===== config.mk =====
export PLATFORM = sky130hd
export DESIGN_NAME = ncp_sqrt_cell
export DESIGN_NICKNAME = d
export VERILOG_FILES = /design/src/ncp_pkg.sv /design/src/ncp_sqrt_cell.sv
export SDC_FILE = /design/constraint.sdc
export NUM_CORES = 1
export LEC_CHECK = 0
export ABC_AREA = 1
export BUFFER_PORTS_ARGS = -buffer_cell sky130_fd_sc_hd__buf_2
export CORE_AREA = 5 5 179 181
export CTS_CLUSTER_DIAMETER = 120
export DETAILED_ROUTE_END_ITERATION = 10
export DIE_AREA = 0 0 184 186
export PLACE_DENSITY_LB_ADDON = 0.2
export SLEW_MARGIN = 20
export SYNTH_ARGS = -nofsm -noshare
export SYNTH_HDL_FRONTEND = slang
export SYNTH_SLANG_ARGS = --single-unit

===== constraint.sdc =====
create_clock -name clk -period 1 [get_ports clk]
set_input_delay 0.1 -clock clk [delete_from_list [all_inputs] [get_ports clk]]
set_output_delay 0.1 -clock clk [all_outputs]
set_load 0.05 [all_outputs]

===== src/ncp_pkg.sv =====
// ----------------------------------------------------------------------------
// ncp_pkg: shared widths and stage types of the normalized cross product unit
// Holds the derived widths and the structs that travel along the cell chains.
// ----------------------------------------------------------------------------
package ncp_pkg;

	localparam int IN_W   = 16;
	localparam int FRAC_W = 14;
	localparam int OUT_W  = FRAC_W + 2;
	localparam int PROD_W = 2 * IN_W;
	localparam int CR_W   = 2 * IN_W + 1;
	localparam int MAG_W  = 2 * IN_W;
	localparam int SUM_W  = 4 * IN_W;
	localparam int RT_W   = 2 * IN_W;
	localparam int REM_W  = RT_W + 2;
	localparam int Q_W    = FRAC_W + 1;

	// State handed from one square root cell to the next.
	typedef struct packed {
		logic                       valid;
		logic [SUM_W-1:0]           s;
		logic [RT_W-1:0]            root;
		logic [REM_W-1:0]           rem;
		logic [2:0][MAG_W-1:0]      mag;
		logic [2:0]                 neg;
		logic                       zero;
	} sq_t;

	// State handed from one divider cell to the next.
	typedef struct packed {
		logic                       valid;
		logic [RT_W-1:0]            len;
		logic [2:0][REM_W-1:0]      r;
		logic [2:0][Q_W-1:0]        q;
		logic [2:0]                 neg;
		logic                       zero;
	} dv_t;

endpackage


===== src/ncp_sqrt_cell.sv =====
// ----------------------------------------------------------------------------
// ncp_sqrt_cell: one root bit of the integer square root
// Brings in two bits of the radicand and decides one bit of the root.
// ----------------------------------------------------------------------------
module ncp_sqrt_cell (
	input  logic          clk,
	input  logic          arst_n,
	input  logic          en,
	input  ncp_pkg::sq_t  d_in,
	output ncp_pkg::sq_t  d_out
);
	import ncp_pkg::*;

	logic [REM_W-1:0] rem_sh, trial;
	logic             ge;
	sq_t              nxt;
	logic             valid_q;
	sq_t              data_q;

	// Restoring step: compare the shifted remainder with 4*root+1.
	always_comb begin
		rem_sh    = {d_in.rem[REM_W-3:0], d_in.s[SUM_W-1:SUM_W-2]};
		trial     = {d_in.root, 2'b01};
		ge        = (rem_sh >= trial);
		nxt       = d_in;
		nxt.s     = {d_in.s[SUM_W-3:0], 2'b00};
		nxt.root  = {d_in.root[RT_W-2:0], ge};
		nxt.rem   = ge ? (rem_sh - trial) : rem_sh;
	end

	always_ff @(posedge clk or negedge arst_n) begin
		if (!arst_n) begin
			valid_q <= 1'b0;
		end else if (en) begin
			valid_q <= d_in.valid;
		end
	end

	always_ff @(posedge clk) begin
		if (en) begin
			data_q <= nxt;
		end
	end

	// The valid bit comes from the reset register, the rest from the data register.
	always_comb begin
		d_out       = data_q;
		d_out.valid = valid_q;
	end

endmodule


Yosys cells after proc, flatten, opt, wreduce, memory -nomap -nowiden

Index checks and enable logic that the tools add are counted.

Shift-type cells: 0
Eq/ne operators: 0
Order comparisons: 1
$add $sub $neg: 1
Reductions and logical operators: 0
Div/mod/pow operators: 0
Multiply operators: 0
Muxes and demuxes: 1
Bitwise gates (word level): 0

Operators by type and width:

| kind             | count |
|---|---|
| $ge A34 B34 Y1   | 1 |
| $mux W34         | 1 |
| $sub A34 B34 Y34 | 1 |

Latch bits: 0
Bits in read-only memories: 0
Memories kept: 0
Register bits: 229
Output and inout bits: 231
Input bits: 234
Memory bits (writable): 0
Logic and storage cells: 12

Logic depth before layout (Yosys ltp)

Depth after elaboration: 2
Depth in mapped cells: 16
Gate-level depth less buffers: 15

Least setup slack after synthesis

No wires, ideal clock.

Kind: input port to flip-flop
Start: input d_in[141] (netlist bit)
End: register data_q, in the netlist d_out[125], data pin
Path buffers: 1
Data arrival time: 1.486 ns
Setup time: 0.253 ns
Path slack: -0.739 ns
Data required time: 0.747 ns
Cell stages on the path: 14
Cells stage by stage: inv_1 -> ha_1 -> nand2_1 -> nor2_2 -> nand3_1 -> nand3_1 -> nand2_1 -> nand3_2 -> nand2_2 -> nand2_8 -> inv_6 -> buf_12 -> nand2_2 -> nand2_1

RTL lines:

| element              | RTL line            | source |
|---|---|---|
| start, declared      | ncp_sqrt_cell.sv:9  | `input ncp_pkg::sq_t d_in,` |
| end signal, assigned | ncp_sqrt_cell.sv:41 | `data_q <= nxt;` |
| end, declared        | ncp_sqrt_cell.sv:18 | `sq_t data_q;` |

==> out/metrics.yaml <==
track_usage_pct: 23.6
path_clk_slew_ns: 0.06
viasPerCell: 4.54
cts_root_buf: "clkbuf_16"
drv_slew: 0
clock_sinks: 229
dpl_cell_area_sq_um: 14400
required_ns: 1.27
crit_start: "d_in[159]"
synth_edf_count: 228
cpMaxStageDelayCell: "ha_4"
synth_area_leaders: "edfxtp_1 69%, nand2_1 9.7%, inv_1 4.5%, ha_1 4.3%, nor2_1 1.8%"
grt_pass1_vias: 10200
synthesis.area_sq_um: 9990
cp_num_buf_inv: 4
area_growth_pct: 102
worst_clock_skew_ns: 0
htree_num_levels: 1
setup_slack_ns: -0.409
first_pass_iters: 5
path_cells: "buf_6 -> inv_4 -> ha_4 -> buf_6 -> nand2_4 -> nor2_4 -> nand2_2 -> nor2_2 -> nand4_1 -> nand2_1 -> nor2_4 -> nand2_8 -> clkinv_16 -> nand2_4 -> nand2_2"
r2r_cells: 1
p_per_area_nw_per_um2: 1610
dieArea_sq_um: 34200
cts_max_path_buffers: 3
hold_viol_final: 0
cp_max_fo: 6
ys_warn_count: 0
drive_gt1_share_pct: 51.2
grt_max_degree: 47
hp-class: "in2reg"
yosysSeqAreaShare_pct: 68.8
period_share_pct: 141
hpwl_um: 30200
drc: 0
synth_seq_cells: 229
maxCapViolations: 0
violations: "setup timing"
power_mw: 32.5
synth_flop_cell: "edfxtp_1"
gr-total-overflow: 0
clock_latency_ns: 0.53
setup_tns_ns: -56.58
avgRoutedWirePerCell_um: 20.6
crit_family: "simple AND/OR/NAND/NOR gates"
numPlacedInstances: 1837
dieWidth_um: 184
leakagePower_nw: 9.09
coreArea_sq_um: 30300
r2r_slack_ns: 0.24
pre_cts_slack_ns: -1.01
rows: 64
num_vias: 9785
wl_um: 44300
numCtsBuffers: 26
io_pins: 465
status: "complete, but fails checks"
vdd_drop_max_mv: 1.17
port_buffers: 460
postSynth.asyncResetShare_pct: 0.437
synth_cells: 856
avgSynthCellArea_sq_um: 11.7
cts_tree: "built"
ant_nets: 0
worstSetupPathType: "in2reg"
r2r_start: "valid_q"
slowest_delay_ns: 0.27
cp.depth: 15
die_h_um: 186
yosys.area.top_type: "edfxtp_1"
stdcell_area_sq_um: 20200
start_util_pct: 33.0
utilization_pct: 66.7
drt_iter0_drc: 571
r2r-end: "valid_q"
hold_ws_ns: 0.0672
cp-start-kind: "primary input"
gp_congestion: 0.861
synth_top_area_share_pct: 68.5
finalCriticalPeriod_ns: 1.41
fin_cells: 2156
worstPathArrival_ns: 1.68
crit_end: "d_out[124]"
antenna_found_initial: 4
max_freq_mhz: 710
grt_pass1_wl_um: 60900
yosysUniqueCellTypes: 34
hold_path.startpoint: "d_in[228]"
cp-end-kind: "flop"
nets: 2003
setup_viol: 264
rsz0062_at_grt: "yes"
[cell families (layout without fill, tap and decap cells)]
family	after synthesis	after routing	synth area share [%]
muxes	1	1	0.113
buffers and inverters	130	1027	5.62
and+or+nand+nor	396	397	17.1
AOI/OAI and AO/OA	48	48	2.62
xor gates and xnor gates	17	17	1.49
other	1	7	0.0375
DFF	229	229	68.8
adders and majority gates	34	34	4.26
[layout by cell type (no fill, tap or decap), drive strengths merged]
master	instances
nor2	54
clkbuf	33
a21oi	30
nor3b	1
nor3	4
edfxtp	228
bufinv	4
conb	2
dlygate4sd3	230
and2	1
nand3	34
nand2	284
o21a	1
buf	623
dfrtp	1
xor2	13
diode	5
a21boi	1
nand4	8
o21ai	11
o21bai	3
a21o	2
ha	34
xnor2	4
clkinv	12
nor4	2
mux2	1
nand3b	9
inv	125
[synth_stat cells, types with 2 or more instances]
library cell	n
nand2_2	25
edfxtp_1	228
nor4_1	2
buf_4	3
nor3_1	4
o21bai_1	3
a21o_1	2
nor2_2	5
nand3b_1	9
nor2_4	2
ha_1	34
a21oi_1	29
nand2_1	257
inv_1	120
xor2_1	13
o21ai_0	11
nand4_1	8
xnor2_1	4
nand3_1	33
buf_6	4
nor2_1	47
[per-layer routing]
layer	routed length [um]	GRT usage (%)
met5	0	0
met4	2200	10.9
met3	3310	5.41
met2	22500	42.1
met1	16300	26.8
[report_power, final]
part,leakage [nW],total [mW],internal [mW],switching (mW)
combinational,6.41,10.5,4.32,6.16
sequential,2.24,12.1,11.6,0.467
clock,0.437,9.93,5.98,3.96
total,9.09,32.5,21.9,10.6
[worst min path at each step]
stage | cells past startpoint | slack (ns) | endpoint
floorplan | 0 | -0.20 | valid_q
global placement | 1 | -0.12 | valid_q
detailed placement | 1 | -0.12 | valid_q
CTS | 5 | 0.03 | d_out[100]
global route | 5 | 0.07 | d_out[100]
finish | 5 | 0.07 | d_out[100]
[layout make-up]
cell class | instances | area (sq um)
clock inverters | 17 | 195
clock buffers | 31 | 691
fillers | 2206 | 10100
flip-flops and latches | 229 | 6870
diodes | 5 | 12.5
inverters | 121 | 543
repair buffers | 855 | 7670
well taps | 396 | 495
repair inverters | 3 | 38.8
multi-input cells | 499 | 3670
[state kept, by name, indices dropped and copies added (netlist names)]
signal	flops
valid_q	1
d_out	228
[repair_timing]
item,4_1_cts,5_1_grt
hold buffers,230,0
resized for setup,536,125
endpoints found under the hold margin,235,0
endpoints found under the setup margin,264,264
buffers inserted,17,11
pin swaps,11,73
cloned,1,7
No activity file was read; power rests on OpenSTA's default activity.
