==> src/ncp_pkg.sv <==
// ----------------------------------------------------------------------------
// ncp_pkg: shared widths and stage types of the normalized cross product unit
// Holds the derived widths and the structs that travel along the cell chains.
// ----------------------------------------------------------------------------
package ncp_pkg;

	localparam int IN_W   = 16;
	localparam int FRAC_W = 14;
	localparam int OUT_W  = FRAC_W + 2;
	localparam int PROD_W = 2 * IN_W;
	localparam int CR_W   = 2 * IN_W + 1;
	localparam int MAG_W  = 2 * IN_W;
	localparam int SUM_W  = 4 * IN_W;
	localparam int RT_W   = 2 * IN_W;
	localparam int REM_W  = RT_W + 2;
	localparam int Q_W    = FRAC_W + 1;

	// State handed from one square root cell to the next.
	typedef struct packed {
		logic                       valid;
		logic [SUM_W-1:0]           s;
		logic [RT_W-1:0]            root;
		logic [REM_W-1:0]           rem;
		logic [2:0][MAG_W-1:0]      mag;
		logic [2:0]                 neg;
		logic                       zero;
	} sq_t;

	// State handed from one divider cell to the next.
	typedef struct packed {
		logic                       valid;
		logic [RT_W-1:0]            len;
		logic [2:0][REM_W-1:0]      r;
		logic [2:0][Q_W-1:0]        q;
		logic [2:0]                 neg;
		logic                       zero;
	} dv_t;

endpackage

==> src/ncp_div_cell.sv <==
// ----------------------------------------------------------------------------
// ncp_div_cell: one quotient bit for all three components
// Restoring division step of each component magnitude by the length.
// ----------------------------------------------------------------------------
module ncp_div_cell (
	input  logic          clk,
	input  logic          arst_n,
	input  logic          en,
	input  ncp_pkg::dv_t  d_in,
	output ncp_pkg::dv_t  d_out
);
	import ncp_pkg::*;

	logic [REM_W-1:0] den;
	logic [REM_W-1:0] rn;
	logic             ge;
	dv_t              nxt;
	logic             valid_q;
	dv_t              data_q;

	// Subtract the length where it fits, then shift the remainder up.
	always_comb begin
		den = {2'b00, d_in.len};
		nxt = d_in;
		rn  = '0;
		ge  = 1'b0;
		for (int k = 0; k < 3; k++) begin
			ge       = (d_in.r[k] >= den);
			rn       = ge ? (d_in.r[k] - den) : d_in.r[k];
			nxt.r[k] = {rn[REM_W-2:0], 1'b0};
			nxt.q[k] = {d_in.q[k][Q_W-2:0], ge};
		end
	end

	always_ff @(posedge clk or negedge arst_n) begin
		if (!arst_n) begin
			valid_q <= 1'b0;
		end else if (en) begin
			valid_q <= d_in.valid;
		end
	end

	always_ff @(posedge clk) begin
		if (en) begin
			data_q <= nxt;
		end
	end

	// The valid bit comes from the reset register, the rest from the data register.
	always_comb begin
		d_out       = data_q;
		d_out.valid = valid_q;
	end

endmodule

==> config.mk <==
export PLATFORM = sky130hd
export DESIGN_NAME = ncp_div_cell
export DESIGN_NICKNAME = d
export VERILOG_FILES = /design/src/ncp_pkg.sv /design/src/ncp_div_cell.sv
export SDC_FILE = /design/constraint.sdc
export NUM_CORES = 1
export LEC_CHECK = 0
export BUFFER_PORTS_ARGS = -buffer_cell sky130_fd_sc_hd__buf_2
export CAP_MARGIN = 10
export CELL_PAD_IN_SITES_DETAIL_PLACEMENT = 1
export CELL_PAD_IN_SITES_GLOBAL_PLACEMENT = 2
export CORE_ASPECT_RATIO = 0.7
export CORE_MARGIN = 4
export CORE_UTILIZATION = 35
export DETAILED_ROUTE_END_ITERATION = 10
export GPL_TIMING_DRIVEN = 1
export PLACE_DENSITY_LB_ADDON = 0.25
export SYNTH_ARGS = -nofsm -noshare
export SYNTH_HDL_FRONTEND = slang
export SYNTH_SLANG_ARGS = --single-unit
==> constraint.sdc <==
create_clock -name clk -period 1.3 [get_ports clk]
set_input_delay 0.39 -clock clk [delete_from_list [all_inputs] [get_ports clk]]
set_output_delay 0.39 -clock clk [all_outputs]
set_load 0.005 [all_outputs]
After elaboration in Yosys (flattened, before gate mapping)
Index checks and enable logic that the tools add are counted.
Storage, ports and cells
  output and inout port bits: 184
  register bits: 181
Operators by class
  add/sub/neg operators: 3
  magnitude comparators: 3
  multiplexer cells: 3
Operators with widths (number)
  greater-or-equal comparator 34 x 32 -> 1 bit: 3
  two-way mux 33 bit: 3
  subtractor 33 x 32 -> 33 bit: 3

Longest topological paths before layout
  depth in word-level cells: 2
  mapped depth: 15

Worst setup path before layout
No wires, ideal clock.
  kind: in2reg
  from: input d_in[49] in the netlist's numbering
  to: register data_q (netlist bit d_out[55]) (data pin)
  required time: 1.040 ns
  path buffers: 2
  arrival time: 3.072 ns
  path slack: -2.032 ns
  stages on the path: 14
  cells stage by stage: inv_1 ha_1 inv_1 fa_1 a21o_1 a221oi_2 nor3_2 o31a_1 o2111ai_2 a31oi_4 or2_1 buf_6 buf_12 mux2_4
RTL lines
  start: declaration: line ncp_div_cell.sv:9  | input ncp_pkg::dv_t d_in,
  end signal: assignment: line ncp_div_cell.sv:45  | data_q <= nxt;
  end: declaration: line ncp_div_cell.sv:19  | dv_t data_q;

==> run summary <==
The run finished, with violations left. The checks that failed: negative setup slack. Along the worst hold path, the cell count comes to 1.

The count of unresolved DRC violations after routing is 0. The first-pass iteration count of the detailed router came out at 7. The relative slew slack came out at 0.639. Setup violations remaining at the end of the flow were counted as around 280. Measured along the y axis, the die boundary spans ~160 um. For the pin with the worst max-slew slack, the measured transition is around 530 ps.

The global-route congestion overflow total came out at 0. In this run the critical register-to-register path is captured at valid_q. Dividing the synthesized area by the synthesized cell count gives about 10 um^2.

The placer's final routability congestion estimate is 0.918. The category of the worst setup path launch point is a primary input. The share of the yosys chip area belonging to registers is 0.445. The worst setup slack after layout is -1650 ps. Summed over all nets, the half-perimeter wirelength after detailed placement is between 40000 and 50000 um. The data arrival at the endpoint of the critical path came out at between 3000 and 4000 ps. The post-route minimum period came out at 2950 ps. The largest fanout on the critical path is 8. The share of the cycle needed by the critical path after routing came out at 2.27. The via-per-instance ratio came out at 5.21.

The kind of cell adding the most delay to the critical path is compound AO/OA/AOI/OAI gates. On the final layout, the worst clock skew is 0 ps. Setup repair after global routing could not meet its margin everywhere. Power spread over the standard cell area amounts to 1070 nW/um^2. The number of buffers and inverters on the critical path is 4. The path with the worst hold slack has its endpoint at d_out[43]. For flop-to-flop paths, the worst setup slack is ~540 ps. Yosys mapped a number of flops with a built-in enable equal to 180. The maximum root-to-sink buffer count came out at 2. The cell that appears most often on the critical path is sky130_fd_sc_hd__buf_12. The final hold violation count was 0. The worst endpoint required time is around 1500 ps. The via total after detailed routing came out at ~13000. Max-cap violations in this run came to 0. Of the cells placed in the final design, the portion with a size suffix greater than 1 is 0.507. The final non-filler cell area came out at a little under 20000 um^2. In the global route stage, overall resource usage came out at 0.262.

The filler cells instantiated in the layout total 3878. The critical path goes through buf_12 > inv_12 > ha_4 > inv_2 > fa_2 > a21o_1 > a221oi_4 > nor3_4 > o31a_1 > o2111ai_2 > a31oi_4 > or2_4 > buf_12 > mux2_4. The placeable core region is 34000 um^2.

The clock latency on the worst-skew pair is approximately 450 ps. The maximum frequency from static timing analysis came out at about 340 MHz. The number of library cell types mapped by synthesis is 73.

The number of slew-limit violations in the final report came to 0. The number of top-level pins is 371. Relative to the synthesized area, the layout overhead comes to 58.7%. The count of buffers inserted at the top-level ports came out at roughly 360. The async set-or-reset flop fraction in the synthesized netlist came out at 0.00552. The predominant post-synthesis flop cell is sky130_fd_sc_hd__edfxtp_1. The largest net degree at the start of global routing is 38. The number of levels the H-tree was split into is 4. Summing every instance area after synthesis gives between 10000 and 15000 um^2. In this run the critical register-to-register path is launched from valid_q.

The tightest min-delay check is of the primary input to flip-flop type. The number of antenna violations at the first check in global routing is 8. The total of flip-flops plus latches after synthesis came out at 181.

The first-pass GRT wire length is ~77000 um. The via count of the first global-routing pass came out at between 10000 and 15000. Across the VDD grid, the largest voltage drop is slightly below 0.8 mV. STA classifies the critical path endpoint as a flip-flop. The wire length after detailed routing is approximately 53000 um. The clock sink total came out at approximately 180. The sequential cell area came out at ~5400 um^2.

The clock-pin slew reported for the worst setup and hold paths after clock tree synthesis is approximately 80 ps. Among all stages on the critical path, the largest delay is contributed by sky130_fd_sc_hd__or2_4. Measured on the finished design, the core utilization comes to 0.571. The start point of the worst hold path is d_in[42]. The floorplan has 56 rows.

The floorplan step set the die width to around 230 um. The TritonCTS buffer count came out at 17. In this run the clock root is driven by a sky130_fd_sc_hd__clkbuf_16. The area of the multi-input gates came out at 7070 um^2.

The setup path with the least slack is of type primary input to flip-flop. The die covers around 38000 um^2. Timing analysis after detailed placement gives a worst setup slack of -2170 ps. During synthesis, Yosys emitted a total of 0 warnings. The gate count after technology mapping came out at 1179. After detailed routing, the average wire length per cell comes to roughly 22 um. The effective utilization at floorplan is 0.359. The longest individual stage delay on the worst path came out at 340 ps. The analysis attributes to cell leakage a power of 8.99 nW. The cell depth of the worst flop-to-flop path is 1. The net total in the final layout came out at between 2000 and 2500. In this run the remaining antenna-violating nets after routing total 0. The clock tree from TritonCTS is yes. The cell area reported after detailed placement is 17900 um^2. The detailed router finished its first iteration with ~680 violations.
-- worst max path at each step --
stage	depth (start not counted)	to	startpoint	slack, ps
after detailed placement	16	d_out[113]	d_in[155]	-2170
after global placement	16	d_out[113]	d_in[155]	-2080
after global routing	14	d_out[76]	d_in[161]	-1710
after floorplan	14	d_out[55]	d_in[49]	-1880
after CTS	14	d_out[62]	d_in[49]	-1560
final	14	d_out[71]	d_in[49]	-1650
-- per-stage QoR --
step	TNS, ps	power, mW	hold WS [ps]	std cells
final	-163500	20.8	100	2434
after CTS	-160960	20.6	82.5	2413
after global placement	-197920	14.6	166	2365
after floorplan	-157400	11.1	94.4	1181
after global routing	-180240	21.8	74.1	2434
after detailed placement	-207270	14.9	177	2365
-- registers in the layout (all words and copies together) (netlist names) --
register and count:
d_out 180, valid_q 1
-- synthesized netlist by cell type (all sizes together), types with 3 or more instances --
library cell | instances | area [um^2]
nand4 | 9 | 56.3
nand3 | 34 | 170
a221oi | 3 | 32.5
a21o | 61 | 458
mux2 | 35 | 477
clkbuf | 32 | 120
o211ai | 8 | 60.1
nand2 | 73 | 274
nand2b | 6 | 37.5
ha | 96 | 1200
o31a | 7 | 61.3
mux2i | 4 | 40.0
a21oi | 124 | 624
o21ai | 67 | 335
and4 | 4 | 35.0
a31oi | 15 | 121
a211o | 4 | 35.0
inv | 65 | 244
xnor2 | 49 | 429
edfxtp | 180 | 5410
buf | 16 | 139
or3 | 8 | 50.1
nor4 | 4 | 25.0
o21bai | 14 | 105
o31ai | 8 | 60.1
or2 | 4 | 25.0
nor3 | 27 | 140
and2 | 10 | 62.6
fa | 3 | 60.1
a2111oi | 6 | 52.6
nor2b | 10 | 62.6
a21boi | 3 | 22.5
nor2 | 85 | 319
o21a | 15 | 113
o2111ai | 4 | 41.3
a31o | 5 | 43.8
xor2 | 25 | 219
and3 | 14 | 87.6
a211oi | 14 | 105
-- kinds of logic after synthesis --
logic type                 after synthesis  share of synthesized area
adders and majority gates               99                      0.103
buffers and inverters                  113                     0.0412
xor gates and xnor gates                74                     0.0531
and+or+nand+nor                        293                      0.113
other                                    1                   0.000307
AOI/OAI and AO/OA                      379                      0.202
muxes                                   39                     0.0423
DFF                                    181                      0.445
-- power by group --
part           total, mW  internal [mW]  switching (mW)
Combinational       7.84           3.95            3.89
Sequential          7.60           7.38           0.223
Clock               5.38           2.71            2.67
Total               20.8           14.0            6.79
-- layout make-up --
type                            count  area share
Antenna cell                        3    0.000387
Sequential cell                   181       0.280
Clock buffer                       19      0.0223
Tap cell                          464      0.0299
Timing Repair Buffer              802       0.280
Multi-Input combinational cell    887       0.364
Inverter                           65      0.0153
Clock inverter                     13     0.00736
-- layout by cell type, fill, tap and decap left out, types with 22 or more instances in the layout --
cell type	count
sky130_fd_sc_hd__a21o_1	61
sky130_fd_sc_hd__a21oi_1	107
sky130_fd_sc_hd__buf_2	357
sky130_fd_sc_hd__buf_4	407
sky130_fd_sc_hd__edfxtp_1	180
sky130_fd_sc_hd__ha_1	80
sky130_fd_sc_hd__inv_1	48
sky130_fd_sc_hd__mux2_4	27
sky130_fd_sc_hd__nand2_1	70
sky130_fd_sc_hd__nand3_1	32
sky130_fd_sc_hd__nor2_1	83
sky130_fd_sc_hd__o21ai_0	42
sky130_fd_sc_hd__o21ai_1	22
sky130_fd_sc_hd__xnor2_1	48
sky130_fd_sc_hd__xor2_1	25
-- metal layers --
layer | GRT usage | wire length, um
met2 | 0.434 | 25100
met3 | 0.0560 | 3030
met5 | 0 | 54
met1 | 0.363 | 23800
met4 | 0.0426 | 646
-- repair_timing --
action,CTS,global route
endpoints found under the hold margin,1,0
buffers inserted,15,15
setup endpoints to repair,283,283
hold buffers,1,0
pin swaps,23,24
resized for setup,80,47
cloned,1,3
No activity file was read; power rests on OpenSTA's default activity.
